===== src/design/life_automaton_torus_grid_top_assert.svh =====
// Assertion macros for the toroidal life grid.
`ifndef LIFE_AUTOMATON_TORUS_GRID_TOP_ASSERT_SVH
`define LIFE_AUTOMATON_TORUS_GRID_TOP_ASSERT_SVH

// Same-cycle implication, clocked on clk, off during reset.
`define LATG_ASSERT_IMP(lbl, ante, cons, msg) \
  lbl: assert property (@(posedge clk) disable iff (rst) (ante) |-> (cons)) \
    else $error(msg);

// Next-cycle implication, clocked on clk, off during reset.
`define LATG_ASSERT_NXT(lbl, ante, cons, msg) \
  lbl: assert property (@(posedge clk) disable iff (rst) (ante) |=> (cons)) \
    else $error(msg);

`endif


===== src/design/latg_pkg.sv =====
// Shared types, constants and functions for the toroidal life grid.
`default_nettype none

package latg_pkg;

  localparam int DEF_GRID_COLS = 64;
  localparam int DEF_GRID_ROWS = 32;

  localparam int CMD_W   = 2;
  localparam int COLIN_W = 6;
  localparam int ROWIN_W = 5;
  localparam int CNT_W   = 4;

  typedef enum logic [CMD_W-1:0] {
    CMD_WRITE = 2'd0,
    CMD_READ  = 2'd1,
    CMD_STEP  = 2'd2
  } cmd_t;

  typedef enum logic [1:0] {
    ST_IDLE,
    ST_SEEK,
    ST_STEP,
    ST_ACCESS
  } state_t;

  typedef struct packed {
    logic shift;
    logic wr;
    logic wr_bit;
  } cell_ctl_t;

  localparam logic [CNT_W-1:0] BIRTH_CNT   = 4'd3;
  localparam logic [CNT_W-1:0] SURVIVE_CNT = 4'd2;

  function automatic logic [CNT_W-1:0] count8(input logic [7:0] nb);
    logic [CNT_W-1:0] sum;
    sum = '0;
    for (int i = 0; i < 8; i++) begin
      sum = sum + {3'b000, nb[i]};
    end
    return sum;
  endfunction

  // B3/S23
  function automatic logic next_alive(input logic alive, input logic [CNT_W-1:0] cnt);
    return (cnt == BIRTH_CNT) || (alive && (cnt == SURVIVE_CNT));
  endfunction

endpackage

`default_nettype wire


===== src/design/latg_cell.sv =====
// One grid row held in the ring; shifts to its neighbour or takes a single-bit write.
`default_nettype none

module latg_cell #(
  parameter int GRID_COLS = latg_pkg::DEF_GRID_COLS
) (
  input  wire logic                         clk,
  input  wire logic                         rst,
  input  wire latg_pkg::cell_ctl_t          ctl,
  input  wire logic [$clog2(GRID_COLS)-1:0] wr_col,
  input  wire logic [GRID_COLS-1:0]         row_in,
  output logic      [GRID_COLS-1:0]         row_q
);

  always_ff @(posedge clk) begin
    if (rst) begin
      row_q <= '0;
    end else if (ctl.shift) begin
      row_q <= row_in;
    end else if (ctl.wr) begin
      row_q[wr_col] <= ctl.wr_bit;
    end
  end

endmodule

`default_nettype wire


===== config.mk =====
export PLATFORM = sky130hd
export DESIGN_NAME = latg_cell
export DESIGN_NICKNAME = d
export VERILOG_FILES = /design/src/design/life_automaton_torus_grid_top_assert.svh /design/src/design/latg_pkg.sv /design/src/design/latg_cell.sv
export SDC_FILE = /design/constraint.sdc
export NUM_CORES = 1
export LEC_CHECK = 0
export BUFFER_PORTS_ARGS = -buffer_cell sky130_fd_sc_hd__buf_2
export CORE_MARGIN = 2
export CORE_UTILIZATION = 50
export DETAILED_ROUTE_END_ITERATION = 16
export PLACE_DENSITY = 0.81
export SYNTH_ARGS = -nofsm -noshare
export SYNTH_HDL_FRONTEND = slang
export SYNTH_SLANG_ARGS = --single-unit

===== constraint.sdc =====
create_clock -name clk -period 1.8 [get_ports clk]
set_clock_uncertainty 0.05 [all_clocks]
set_input_delay 0.36 -clock clk [delete_from_list [all_inputs] [get_ports clk]]
set_output_delay 0.36 -clock clk [all_outputs]
set_load 0.03 [all_outputs]

==> metrics <==
outcome=completed; worst vdd rail ir drop=0.393 mV; Largest register FFs=64; Worst Max-Slew Pin Slew=0.461 ns; Crit path max-delay family=simple AND/OR/NAND/NOR gates; Initial Util=51.5%; Slowest-stage cell, CP=or4_1; busiest layer in global routing=met2; area of the multi-input gates=2080 um2; Seq. cell area=1280 um2; Post-Route WL=11.6 mm; WL/cell=17.0 um; GR Util met2=42.2%; Crit Path Class=input port to register; CORE AREA=7250 um2; fraction of registers with async set/reset=0%; prevailing post-synth register cell=dfxtp_1; Worst Setup SP=wr_col[3]; CP Max Fanout=9; post-synth top area share=34.3%; met3 usage=5.68%; total negative slack=0 ns; Worst Setup End Kind=register; arrival time worst endpoint=1.61 ns; largest net degree at the start of global routing=73; worst hold path type=input port to register; number of I/O port buffers=138; DRC Markers=0; vias in the first global route=3745; CP peak stage delay=0.72 ns; register bank with the most flops=row_q; Synth area leader=dfxtp_1; synthesized instance count=446; met1 usage=38.5%; Syn Area/Cell=8.38 um2; CTS root buf=clkbuf_8; CP Buf/Inv Count=1; placed cell count=666; Area Overhead vs Synth=27.6%; Pwr Density=775 nW/um2; layout cell share with drive strength beyond 1=34.8%; maximum clock insertion buffer count=2; RR Endpoint=row_q[45]; first-pass GRT wire length=18.5 mm; Hold EP=row_q[59]; H-tree Lvls=3; flop2flop setup slack=0.88 ns; CTS Buf Count=9; initial DRC count=324; First-pass DRT Iterations=5; R2R cell count=3; Cell Chain, Critical Path=buf_2 -> or4_1 -> o22ai_1 -> and3_1; filler instances=612; gr ovfl total=0; #FFs+latches synth=64; hold path depth=3; Yosys cell types=39; Diodes inserted=0; Worst setup SP type=input port; min Tclk post-route=1.38 ns; final setup vio count=0; GP Congestion=0.894; I/O pin cnt=139; Mapped Area=3740 um2; fin nets=653; Synthesized Nets=521; final hold viol count=0; hold_buf cts=0; synth warn=0; Synth area leaders=dfxtp_1, a2bb2oi_1, nor2_1; dpl hpwl=8.20 mm; FMAX=0.726 GHz; ANT nets after route=0; Chip Height=90.5 um; period utilization=76.5%; drt via density=5.99; Max Cap Violations=0; Clk pin slew, worst setup/hold paths=0.07 ns; PostCTS Resize Cnt=0; # clock sinks=64; number of synthesized flops with an enable pin=0; Slew Viols, Final=0; Hold Crit Start=row_in[59]; Total GRT Usage=27.7%; row cnt=31; RR Startpoint=row_q[45]; initial antenna violation count=0; fin cells=682; Clock Latency Late Sink=0.34 ns; post-CTS setup buffers=0; RSZ-0062 raised after global routing=no; Die X=90.5 um; Die ar.=8180 um2; Slew Limit Headroom=69.2%; largest registers=row_q x64; CTS tree=yes; Leakage=2.28 nW; Critical Path RT=2.04 ns; post-synthesis sequential area ratio=34.3%; via count=4082
## metal layers
metal | up-vias | routed length, um
met2 | 215 | 5230
li1 | 1927 | -
met3 | 25 | 1040
met5 | - | 0
met1 | 1915 | 5050
met4 | 0 | 276
## area by class of cell
cell class / count / area share [%]
multi-input cells: 299 / 43.7
repair buffers: 174 / 20.7
clock buffers: 12 / 2.83
inverters: 30 / 2.36
flip-flops and latches: 64 / 26.9
well taps: 99 / 2.60
clock inverters: 4 / 0.944
## power by group
part	internal [W]	leakage [nW]	switching, W	total, W
clock network	0.000635	0.0941	0.000557	0.00119
registers	0.00152	0.532	0.0000571	0.00158
logic	0.000364	1.66	0.000564	0.000928
total	0.00252	2.28	0.00118	0.00370
## cells in the final DEF, fill, tap and decap left out, types with 3 or more instances in the layout
| cell type | netlist | layout |
|---|---|---|
| and4bb_1 | 3 | 3 |
| buf_2 | 19 | 137 |
| clkinv_2 | 0 | 3 |
| clkbuf_8 | 0 | 9 |
| dfxtp_1 | 64 | 64 |
| clkbuf_1 | 18 | 3 |
| nor2_1 | 57 | 57 |
| nand3_1 | 5 | 5 |
| nand4b_1 | 4 | 4 |
| and3_1 | 30 | 30 |
| a311oi_1 | 9 | 9 |
| nor2b_1 | 14 | 14 |
| o22ai_1 | 25 | 25 |
| o21ai_0 | 6 | 6 |
| buf_4 | 8 | 35 |
| a2bb2oi_1 | 30 | 30 |
| nand4bb_1 | 5 | 5 |
| a221oi_2 | 8 | 8 |
| nand2b_1 | 26 | 26 |
| inv_1 | 30 | 30 |
| a31oi_1 | 9 | 9 |
| and4b_1 | 3 | 3 |
| nand4_1 | 22 | 22 |
| a221oi_1 | 21 | 21 |
## cells by family after synthesis
group	count (synthesis)	synth area share, %
AO/OA/AOI/OAI	113	25.2
buffers and inverters	83	9.98
AND/OR/NAND/NOR	186	30.6
flip-flops	64	34.3
## cells in the mapped netlist, types with 14 or more instances
master / n
and3_1: 30
dfxtp_1: 64
o22ai_1: 25
a2bb2oi_1: 30
inv_1: 30
buf_2: 19
a221oi_1: 21
clkbuf_1: 18
nor2_1: 57
nand2b_1: 26
nand4_1: 22
nor2b_1: 14
## stage by stage
step	cell area [um2]	util, %	hold WS [ns]	setup WS (ns)	total power, W
2_1_floorplan	3740	-	0.461	0.280	0.00222
6_report	4770	65.8	0.222	0.422	0.00370
5_1_grt	4770	65.8	0.228	0.319	0.00384
3_3_place_gp	4590	63.3	0.424	0.135	0.00250
3_5_place_dp	4590	63.3	0.426	0.0889	0.00252
4_1_cts	4770	65.8	0.218	0.444	0.00369
## worst register-to-register path, cell delays in order (launching register included)
cell and delay, ns:
dfxtp_1 0.33, nor2_1 0.05, a2bb2oi_1 0.13, a311oi_1 0.26
## worst max path at each step
stage | to | slack (ns) | depth (start not counted)
after global placement | row_q[0] | 0.14 | 4
after CTS | row_q[0] | 0.44 | 4
final | row_q[1] | 0.42 | 4
after global routing | row_q[2] | 0.32 | 4
after detailed placement | row_q[0] | 0.09 | 4
after floorplan | row_q[21] | 0.28 | 5
Power figures use the tool's default switching activity.
