### config.mk
export PLATFORM = sky130hd
export DESIGN_NAME = latg_row_update
export DESIGN_NICKNAME = d
export VERILOG_FILES = /design/src/design/life_automaton_torus_grid_top_assert.svh /design/src/design/latg_pkg.sv /design/src/design/latg_row_update.sv
export SDC_FILE = /design/constraint.sdc
export NUM_CORES = 1
export LEC_CHECK = 0
export ABC_AREA = 1
export BUFFER_PORTS_ARGS = -buffer_cell sky130_fd_sc_hd__buf_2
export CORE_MARGIN = 3
export CORE_UTILIZATION = 55
export DETAILED_ROUTE_END_ITERATION = 10
export PLACE_DENSITY = 0.85
export SETUP_SLACK_MARGIN = 0.05
export SKIP_LAST_GASP = 1
export SLEW_MARGIN = 0
export SYNTH_ARGS = -nofsm -noshare
export SYNTH_HDL_FRONTEND = slang
export SYNTH_SLANG_ARGS = --single-unit
### constraint.sdc
create_clock -name vclk -period 3.5
set_clock_uncertainty 0.2 [all_clocks]
set_input_delay 0.35 -clock vclk [all_inputs]
set_output_delay 0.35 -clock vclk [all_outputs]
set_load 0.05 [all_outputs]
### src/design/life_automaton_torus_grid_top_assert.svh
// Assertion macros for the toroidal life grid.
`ifndef LIFE_AUTOMATON_TORUS_GRID_TOP_ASSERT_SVH
`define LIFE_AUTOMATON_TORUS_GRID_TOP_ASSERT_SVH

// Same-cycle implication, clocked on clk, off during reset.
`define LATG_ASSERT_IMP(lbl, ante, cons, msg) \
  lbl: assert property (@(posedge clk) disable iff (rst) (ante) |-> (cons)) \
    else $error(msg);

// Next-cycle implication, clocked on clk, off during reset.
`define LATG_ASSERT_NXT(lbl, ante, cons, msg) \
  lbl: assert property (@(posedge clk) disable iff (rst) (ante) |=> (cons)) \
    else $error(msg);

`endif

### src/design/latg_pkg.sv
// Shared types, constants and functions for the toroidal life grid.
`default_nettype none

package latg_pkg;

  localparam int DEF_GRID_COLS = 64;
  localparam int DEF_GRID_ROWS = 32;

  localparam int CMD_W   = 2;
  localparam int COLIN_W = 6;
  localparam int ROWIN_W = 5;
  localparam int CNT_W   = 4;

  typedef enum logic [CMD_W-1:0] {
    CMD_WRITE = 2'd0,
    CMD_READ  = 2'd1,
    CMD_STEP  = 2'd2
  } cmd_t;

  typedef enum logic [1:0] {
    ST_IDLE,
    ST_SEEK,
    ST_STEP,
    ST_ACCESS
  } state_t;

  typedef struct packed {
    logic shift;
    logic wr;
    logic wr_bit;
  } cell_ctl_t;

  localparam logic [CNT_W-1:0] BIRTH_CNT   = 4'd3;
  localparam logic [CNT_W-1:0] SURVIVE_CNT = 4'd2;

  function automatic logic [CNT_W-1:0] count8(input logic [7:0] nb);
    logic [CNT_W-1:0] sum;
    sum = '0;
    for (int i = 0; i < 8; i++) begin
      sum = sum + {3'b000, nb[i]};
    end
    return sum;
  endfunction

  // B3/S23
  function automatic logic next_alive(input logic alive, input logic [CNT_W-1:0] cnt);
    return (cnt == BIRTH_CNT) || (alive && (cnt == SURVIVE_CNT));
  endfunction

endpackage

`default_nettype wire

### src/design/latg_row_update.sv
// Next generation of one row from the old rows above, at and below it.
`default_nettype none

module latg_row_update #(
  parameter int GRID_COLS = latg_pkg::DEF_GRID_COLS
) (
  input  wire logic [GRID_COLS-1:0] above,
  input  wire logic [GRID_COLS-1:0] mid,
  input  wire logic [GRID_COLS-1:0] below,
  output logic      [GRID_COLS-1:0] row_next
);

  for (genvar c = 0; c < GRID_COLS; c++) begin : g_col
    localparam int L = (c + GRID_COLS - 1) % GRID_COLS;
    localparam int R = (c + 1) % GRID_COLS;
    logic [latg_pkg::CNT_W-1:0] cnt;
    assign cnt = latg_pkg::count8({above[L], above[c], above[R], mid[L], mid[R],
                                   below[L], below[c], below[R]});
    assign row_next[c] = latg_pkg::next_alive(mid[c], cnt);
  end

endmodule

`default_nettype wire
==> impl_metrics.toml, run 1 <==
[setup_path]
startpoint = "above[14]"
cpMostUsedCell = "fa_1"
crit_slowest_cell = "fa_1"
cpPeakStageDelay_ns = 0.56
cp.required_ns = 2.95
path_delay_family = "adder cells"
crit_chain = "buf_2, inv_2, fa_1, fa_1, fa_1, inv_1, ha_4, fa_2, nand3_2, a21oi_4, buf_6"
cp-start-kind = "primary input"
endpoint_kind = "output port"
crit_type = "primary input to output port"
arrival_ns = 3.30
worst-path-buf-inv = 4
crit_fanout = 2

[worst_hold_path]
worstHoldStart = "mid[0]"
worst_hold_path_type = "primary input to output port"

[die]
initial_core_util_pct = 56.6
io_pins = 256
placementRows = 52
die-width_um = 151
dieArea_um2 = 22900
fp.coreArea_um2 = 20500
die_h_um = 151

[placed_design]
postPlaceCellArea_um2 = 15200
dp_slack_ns = -0.410
gp_congestion = 0.875
io_buffers = 256
dp.cells = 2113
dp_hpwl_um = 27100

[yosys]
ys_warn_count = 0
seq_area_frac_synth_pct = 0
avgSynthCellArea_um2 = 7.89
syn_nets = 2111
ys_types = 6
syn_area_um2 = 11600
syn-instance-count = 1471

[global_route]
grt_pass1_wl_um = 52100
grt_overflow = 0
track_usage_pct = 27.9
grt_max_degree = 4
antenna_found_initial = 2
grt_pass1_vias = 11933

[power]
switchingPower_mw = 4.39
p_leak_nw = 9.18
peakVddDrop_mv = 0.457
swShare_pct = 59.3
combPwrFrac_pct = 100.0
intPower_mw = 3.02
power_density_nw_per_um2 = 452
pwr-share-seq_pct = 0
clkPwrFrac_pct = 0

[sta]
setup_ws_ns = -0.345
relSlewSlack_pct = 77.3
final-setup-viol-count = 64
max_slew.worst_pin.slew_ns = 0.341
whs_ns = 1.03
rsz0062_at_grt = "true"
fin_crit_sh_pct = 110
period_needed_ns = 3.85
hold_viol = 0
final_max_slew_viol_count = 0
fmax_ghz = 0.260

[layout]
final_cells = 2126
fin_nets = 2496
seq_area_um2 = 0
mostFrequentLayoutCell = "inv_1"
syn2layout_area_growth_pct = 41.3
layout_common_cells = "inv_1, fa_1, nand2_1, buf_2, ha_1"
drive_gt1_share_pct = 35.9
final_util_pct = 80.0
design_area_um2 = 16400
seq_cell_count = 0
multi_input_area_um2 = 10600
fillers = 1081
clkbuf_count = 0

[drt]
vias = 10758
firstDrtPassIters = 4
drt-initial-drc-count = 383
detail_route.wl_per_cell_um = 16.3
drcViolationCount = 0
vias_per_cell = 5.06
final_antenna_net_count = 0
routed_wirelength_um = 34600

[outcome]
violations = "negative setup slack"
status = "finished, violations left"

[job]
drv_cap = 0
worst paths after layout:
check	endpoint	slack [ns]	cells after the start
max	row_next[14]	-0.35	11
min	row_next[0]	1.03	6
synthesized netlist by cell type:
| cell | instances | area [um^2] |
|---|---|---|
| inv_1 | 639 | 2400 |
| nand3_1 | 128 | 641 |
| fa_1 | 256 | 5120 |
| a21oi_1 | 64 | 320 |
| nand2_1 | 192 | 721 |
| ha_1 | 192 | 2400 |
metrics by stage:
step                power [mW]  TNS, ns
floorplan                 4.92    -1.82
global placement          5.98   -16.59
detailed placement        6.36   -19.91
CTS                       6.99   -12.80
global route              8.09   -17.89
finish                    7.41   -13.06
cell type report:
type	instances	area share (%)
antenna	2	0.0305
multi-input combinational	832	64.5
inverter	639	15.2
tap	270	2.06
timing repair buffer	383	18.2
power by group through the flow:
stage	Clock, mW	Combinational (mW)	Sequential (mW)
floorplan	0	4.92	0
global placement	0	5.98	0
detailed placement	0	6.36	0
CTS	0	6.99	0
global route	0.0000000382	8.09	0
finish	0.0000000764	7.41	0
cell families (layout without fill, tap and decap cells):
group,Yosys count,count (layout),share of synthesized area [%]
AND/OR/NAND/NOR,320,320,11.7
adder cells (fa/ha/maj),448,448,64.8
AO/OA/AOI/OAI,64,64,2.76
buffers and inverters,639,1022,20.7
other,0,2,0
metal layers:
| metal | vias to the layer above | part of all wire (%) | track usage (%) |
|---|---|---|---|
| li1 | 4940 | - | - |
| met1 | 5197 | 34 | 30.3 |
| met2 | 467 | 54 | 53.7 |
| met3 | 152 | 6.7 | 4.16 |
| met4 | 2 | 5.2 | 11.2 |
| met5 | - | 0.020 | 0 |
worst min-delay path, delay by kind of cell:
family          cells  cell delay [ns]
simple gates        2             0.15
compound gates      1             0.05
buf+inv             3             0.32
repair_timing:
item | CTS | global route
resized for setup | 259 | 148
hold buffers | 0 | 0
pin swaps | 114 | 131
setup buffers | 2 | 9
endpoints found under the setup margin | 64 | 64
Note: power is estimated with default switching activity, not from simulation.
==> run 2: changes to the inputs <==
Settings changed: CAP_MARGIN set to 15.
Clock period 3.5 ns to 4.3 ns, I/O delays scaled along.
==> run 2 against run 1 <==
The flow now finishes without violations; die area unchanged; worst setup slack improved by 0.57 ns; critical path depth stayed put; hold slack improved by 0.21 ns; critical endpoint is now row_next[62]; largest power group unchanged; highest routed layer unchanged.
==> impl_metrics.toml, run 2 (synthesis results as in run 1) <==
[setup_path]
crit_slowest_cell = "fa_1"
arrival_ns = 3.44
cpPeakStageDelay_ns = 0.48
path_delay_family = "adder cells"
crit_type = "primary input to output port"
cp.required_ns = 3.67
crit_chain = "buf_2, inv_1, fa_1, fa_1, fa_1, inv_1, ha_1, fa_1, nand3_1, a21oi_1, buf_2"
worst-path-buf-inv = 4
cp-start-kind = "primary input"
endpoint_kind = "output port"
cpMostUsedCell = "fa_1"
crit_fanout = 3

[global_route]
grt_overflow = 0
grt_pass1_vias = 10270
grt_pass1_wl_um = 42400
track_usage_pct = 22.0
antenna_found_initial = 4
grt_max_degree = 4

[die]
fp.coreArea_um2 = 20500
die_h_um = 151
die-width_um = 151
placementRows = 52
initial_core_util_pct = 56.6
io_pins = 256
dieArea_um2 = 22900

[layout]
drive_gt1_share_pct = 14.8
syn2layout_area_growth_pct = 14.0
fin_nets = 2369
mostFrequentLayoutCell = "inv_1"
layout_common_cells = "inv_1, fa_1, buf_2, nand2_1, ha_1"
seq_cell_count = 0
seq_area_um2 = 0
clkbuf_count = 0

[sta]
setup_ws_ns = 0.227
max_slew.worst_pin.slew_ns = 0.296
fmax_ghz = 0.246
final_max_slew_viol_count = 0
relSlewSlack_pct = 80.4
fin_crit_sh_pct = 94.7
final-setup-viol-count = 0
setup_tns_ns = 0
whs_ns = 1.24
hold_viol = 0
period_needed_ns = 4.07
rsz0062_at_grt = "false"

[clock_network]
ctsHoldBuffers = 0
cts_setup_buffers = 0
cts-resized-gates = 0

[drt]
detail_route.wl_per_cell_um = 12.3
vias = 9386
firstDrtPassIters = 4
routed_wirelength_um = 24500
drcViolationCount = 0
final_antenna_net_count = 0
drt-initial-drc-count = 203
vias_per_cell = 4.70

[power]
p_leak_nw = 8.30
peakVddDrop_mv = 0.271
p_total_mw = 4.23
power_density_nw_per_um2 = 320

[job]
drv_cap = 0

[outcome]
status = "complete, no violations"

[placed_design]
gp_congestion = 0.839
dp_hpwl_um = 23600
io_buffers = 256
dp_slack_ns = 0.209

[worst_hold_path]
worst_hold_path_type = "primary input to output port"
==> run 2: changes by cell type in the layout (fill, tap and decap cells not counted), sizes merged <==
| cell | before | now |
|---|---|---|
| buf | 383 | 256 |
| diode | 2 | 1 |
==> run 2: final cells by class <==
cell class	instances	area, um^2
fill	1645	7270
inverter	639	2400
tap	270	338
antenna	1	2.50
multi-input combinational	832	9210
timing repair buffer	256	1280
==> run 2: per-stage QoR <==
stage	std cells	utilization [%]	cell area, um^2
2_1_floorplan	1471	-	11600
4_1_cts	1997	64.5	13200
3_3_place_gp	1997	64.5	13200
3_5_place_dp	1997	64.5	13200
6_report	1998	64.5	13200
5_1_grt	1998	64.5	13200
==> run 2: worst min-delay path, cell delays in order <==
cell     delay [ns]
buf_2          0.09
inv_1          0.12
nand2_1        0.07
nand3_1        0.06
a21oi_1        0.04
buf_2          0.20
==> run 2: path summary, 6_finish.rpt <==
path / startpoint / end / slack (ns) / depth (start not counted)
setup / recovery: mid[61] / row_next[62] / 0.23 / 11
hold / removal: mid[44] / row_next[44] / 1.24 / 6
==> run 2: power by group <==
group	switching, mW	total, mW	internal, mW
registers	0	0	0
logic	2.76	4.23	1.47
clock network	0	0.0000000311	0.0000000311
total	2.76	4.23	1.47
==> run 2: routing by layer <==
layer	global-route usage (%)	wire length, um	vias up
met5	0	35	-
met4	3.72	460	6
met3	2.81	1540	48
met2	42.1	12600	239
met1	26.5	9850	4413
li1	-	-	4680
==> run 3: changes to the inputs <==
Settings changed: CORE_UTILIZATION 55 to 53.
Clock period 4.3 ns to 3.74 ns, I/O delays scaled along.
==> run 3 against run 2 <==
The run now ends with negative setup slack left; sequential cell count unchanged; worst setup slack worse by 0.48 ns; cell area up 24%; routed wire length up 47%; critical path type unchanged; hold slack worse by 0.14 ns; largest power group unchanged.
==> impl_metrics.toml, run 3 (synthesis results as in run 1) <==
[die]
io_pins = 256
die_h_um = 154
initial_core_util_pct = 54.5
dieArea_um2 = 23700
placementRows = 53
die-width_um = 154
fp.coreArea_um2 = 21300

[sta]
final_max_slew_viol_count = 0
setup_tns_ns = -1.92
fin_crit_sh_pct = 107
hold_viol = 0
period_needed_ns = 3.99
max_slew.worst_pin.slew_ns = 0.253
relSlewSlack_pct = 83.1
setup_ws_ns = -0.249
fmax_ghz = 0.251
rsz0062_at_grt = "true"
final-setup-viol-count = 37

[layout]
drive_gt1_share_pct = 36.3
seq_cell_count = 0
multi_input_area_um2 = 10600
design_area_um2 = 16400
fin_nets = 2498
syn2layout_area_growth_pct = 41.2
fillers = 1163
seq_area_um2 = 0
mostFrequentLayoutCell = "inv_1"
layout_common_cells = "inv_1, fa_1, nand2_1, buf_2, ha_1"
final_cells = 2132
clkbuf_count = 0

[setup_path]
crit_type = "primary input to output port"
endpoint_kind = "output port"
arrival_ns = 3.42
crit_fanout = 2
cp.required_ns = 3.17
cp-start-kind = "primary input"

[outcome]
status = "finished, violations left"
violations = "negative setup slack"

[drt]
drt-initial-drc-count = 553
vias = 10997
wl_met3_um = 2010
detail_route.wl_per_cell_um = 16.9
firstDrtPassIters = 5
dr.max_layer_used = "met4"
wl_met2_um = 20000
routed_wirelength_um = 36000
final_antenna_net_count = 0
wl_met1_um = 12100
drcViolationCount = 0
vias_per_cell = 5.16

[worst_hold_path]
holdPathEnd = "row_next[63]"
worst_hold_path_type = "primary input to output port"
worstHoldStart = "mid[63]"
whs_path_depth = 6

[power]
p_total_mw = 7.02
p_leak_nw = 9.16
peakVddDrop_mv = 0.394
power_density_nw_per_um2 = 428

[placed_design]
postPlaceCellArea_um2 = 14900
dp_slack_ns = -0.192
io_buffers = 256
dp.cells = 2119
gp_congestion = 0.939
dp_hpwl_um = 26500

[global_route]
grt_max_degree = 4
track_usage_pct = 27.3
grt_pass1_vias = 12329
grt_overflow = 0
antenna_found_initial = 1
grt_pass1_wl_um = 54600

[clock_network]
ctsHoldBuffers = 0

[job]
drv_cap = 0
## run 3: timing repair
| action | in CTS | in global routing |
|---|---|---|
| pin swaps | 110 | 129 |
| endpoints found under the hold margin | 0 | 0 |
| endpoints found under the setup margin | 64 | 64 |
| gates resized for setup | 313 | 142 |
| buffers inserted | 2 | 10 |
## run 3: power breakdown
part,internal [mW],switching (mW)
clock network,0.0000000357,0
logic,2.84,4.17
registers,0,0
total,2.84,4.17
## run 3: critical path: stages
cell and delay [ns]:
buf_2 0.11, inv_2 0.06, fa_1 0.64, fa_1 0.49
fa_1 0.51, inv_1 0.07, ha_4 0.17, fa_2 0.55
nand3_2 0.10, a21oi_4 0.15, buf_6 0.18
## run 3: layout make-up
type                       instances  area share (%)
inverter                         639            15.2
antenna                            1          0.0153
multi-input combinational        832            64.4
tap                              275            2.10
timing repair buffer             385            18.3
## run 3: worst max path at each step
stage                     startpoint      endpoint  slack, ns  cells after the start
after detailed placement   above[26]  row_next[26]      -0.19                     11
after global routing       above[58]  row_next[58]      -0.34                     11
after floorplan             above[0]   row_next[1]       0.12                      9
after CTS                    mid[25]  row_next[26]      -0.08                     11
final                      above[58]  row_next[58]      -0.25                     11
after global placement     above[25]  row_next[26]      -0.14                     11
## run 3: layer usage
| layer | vias up | GRT usage (%) |
|---|---|---|
| met1 | 5357 | 29.9 |
| met2 | 506 | 54.0 |
| li1 | 4964 | - |
| met4 | 0 | 9.38 |
| met5 | - | 0 |
| met3 | 170 | 2.67 |
## run 3: stage by stage
step	utilization, %	hold slack, ns
2_1_floorplan	-	0.871
3_3_place_gp	70.1	1.16
3_5_place_dp	70.1	1.16
4_1_cts	74.4	1.13
5_1_grt	77.0	1.15
6_report	77.0	1.10
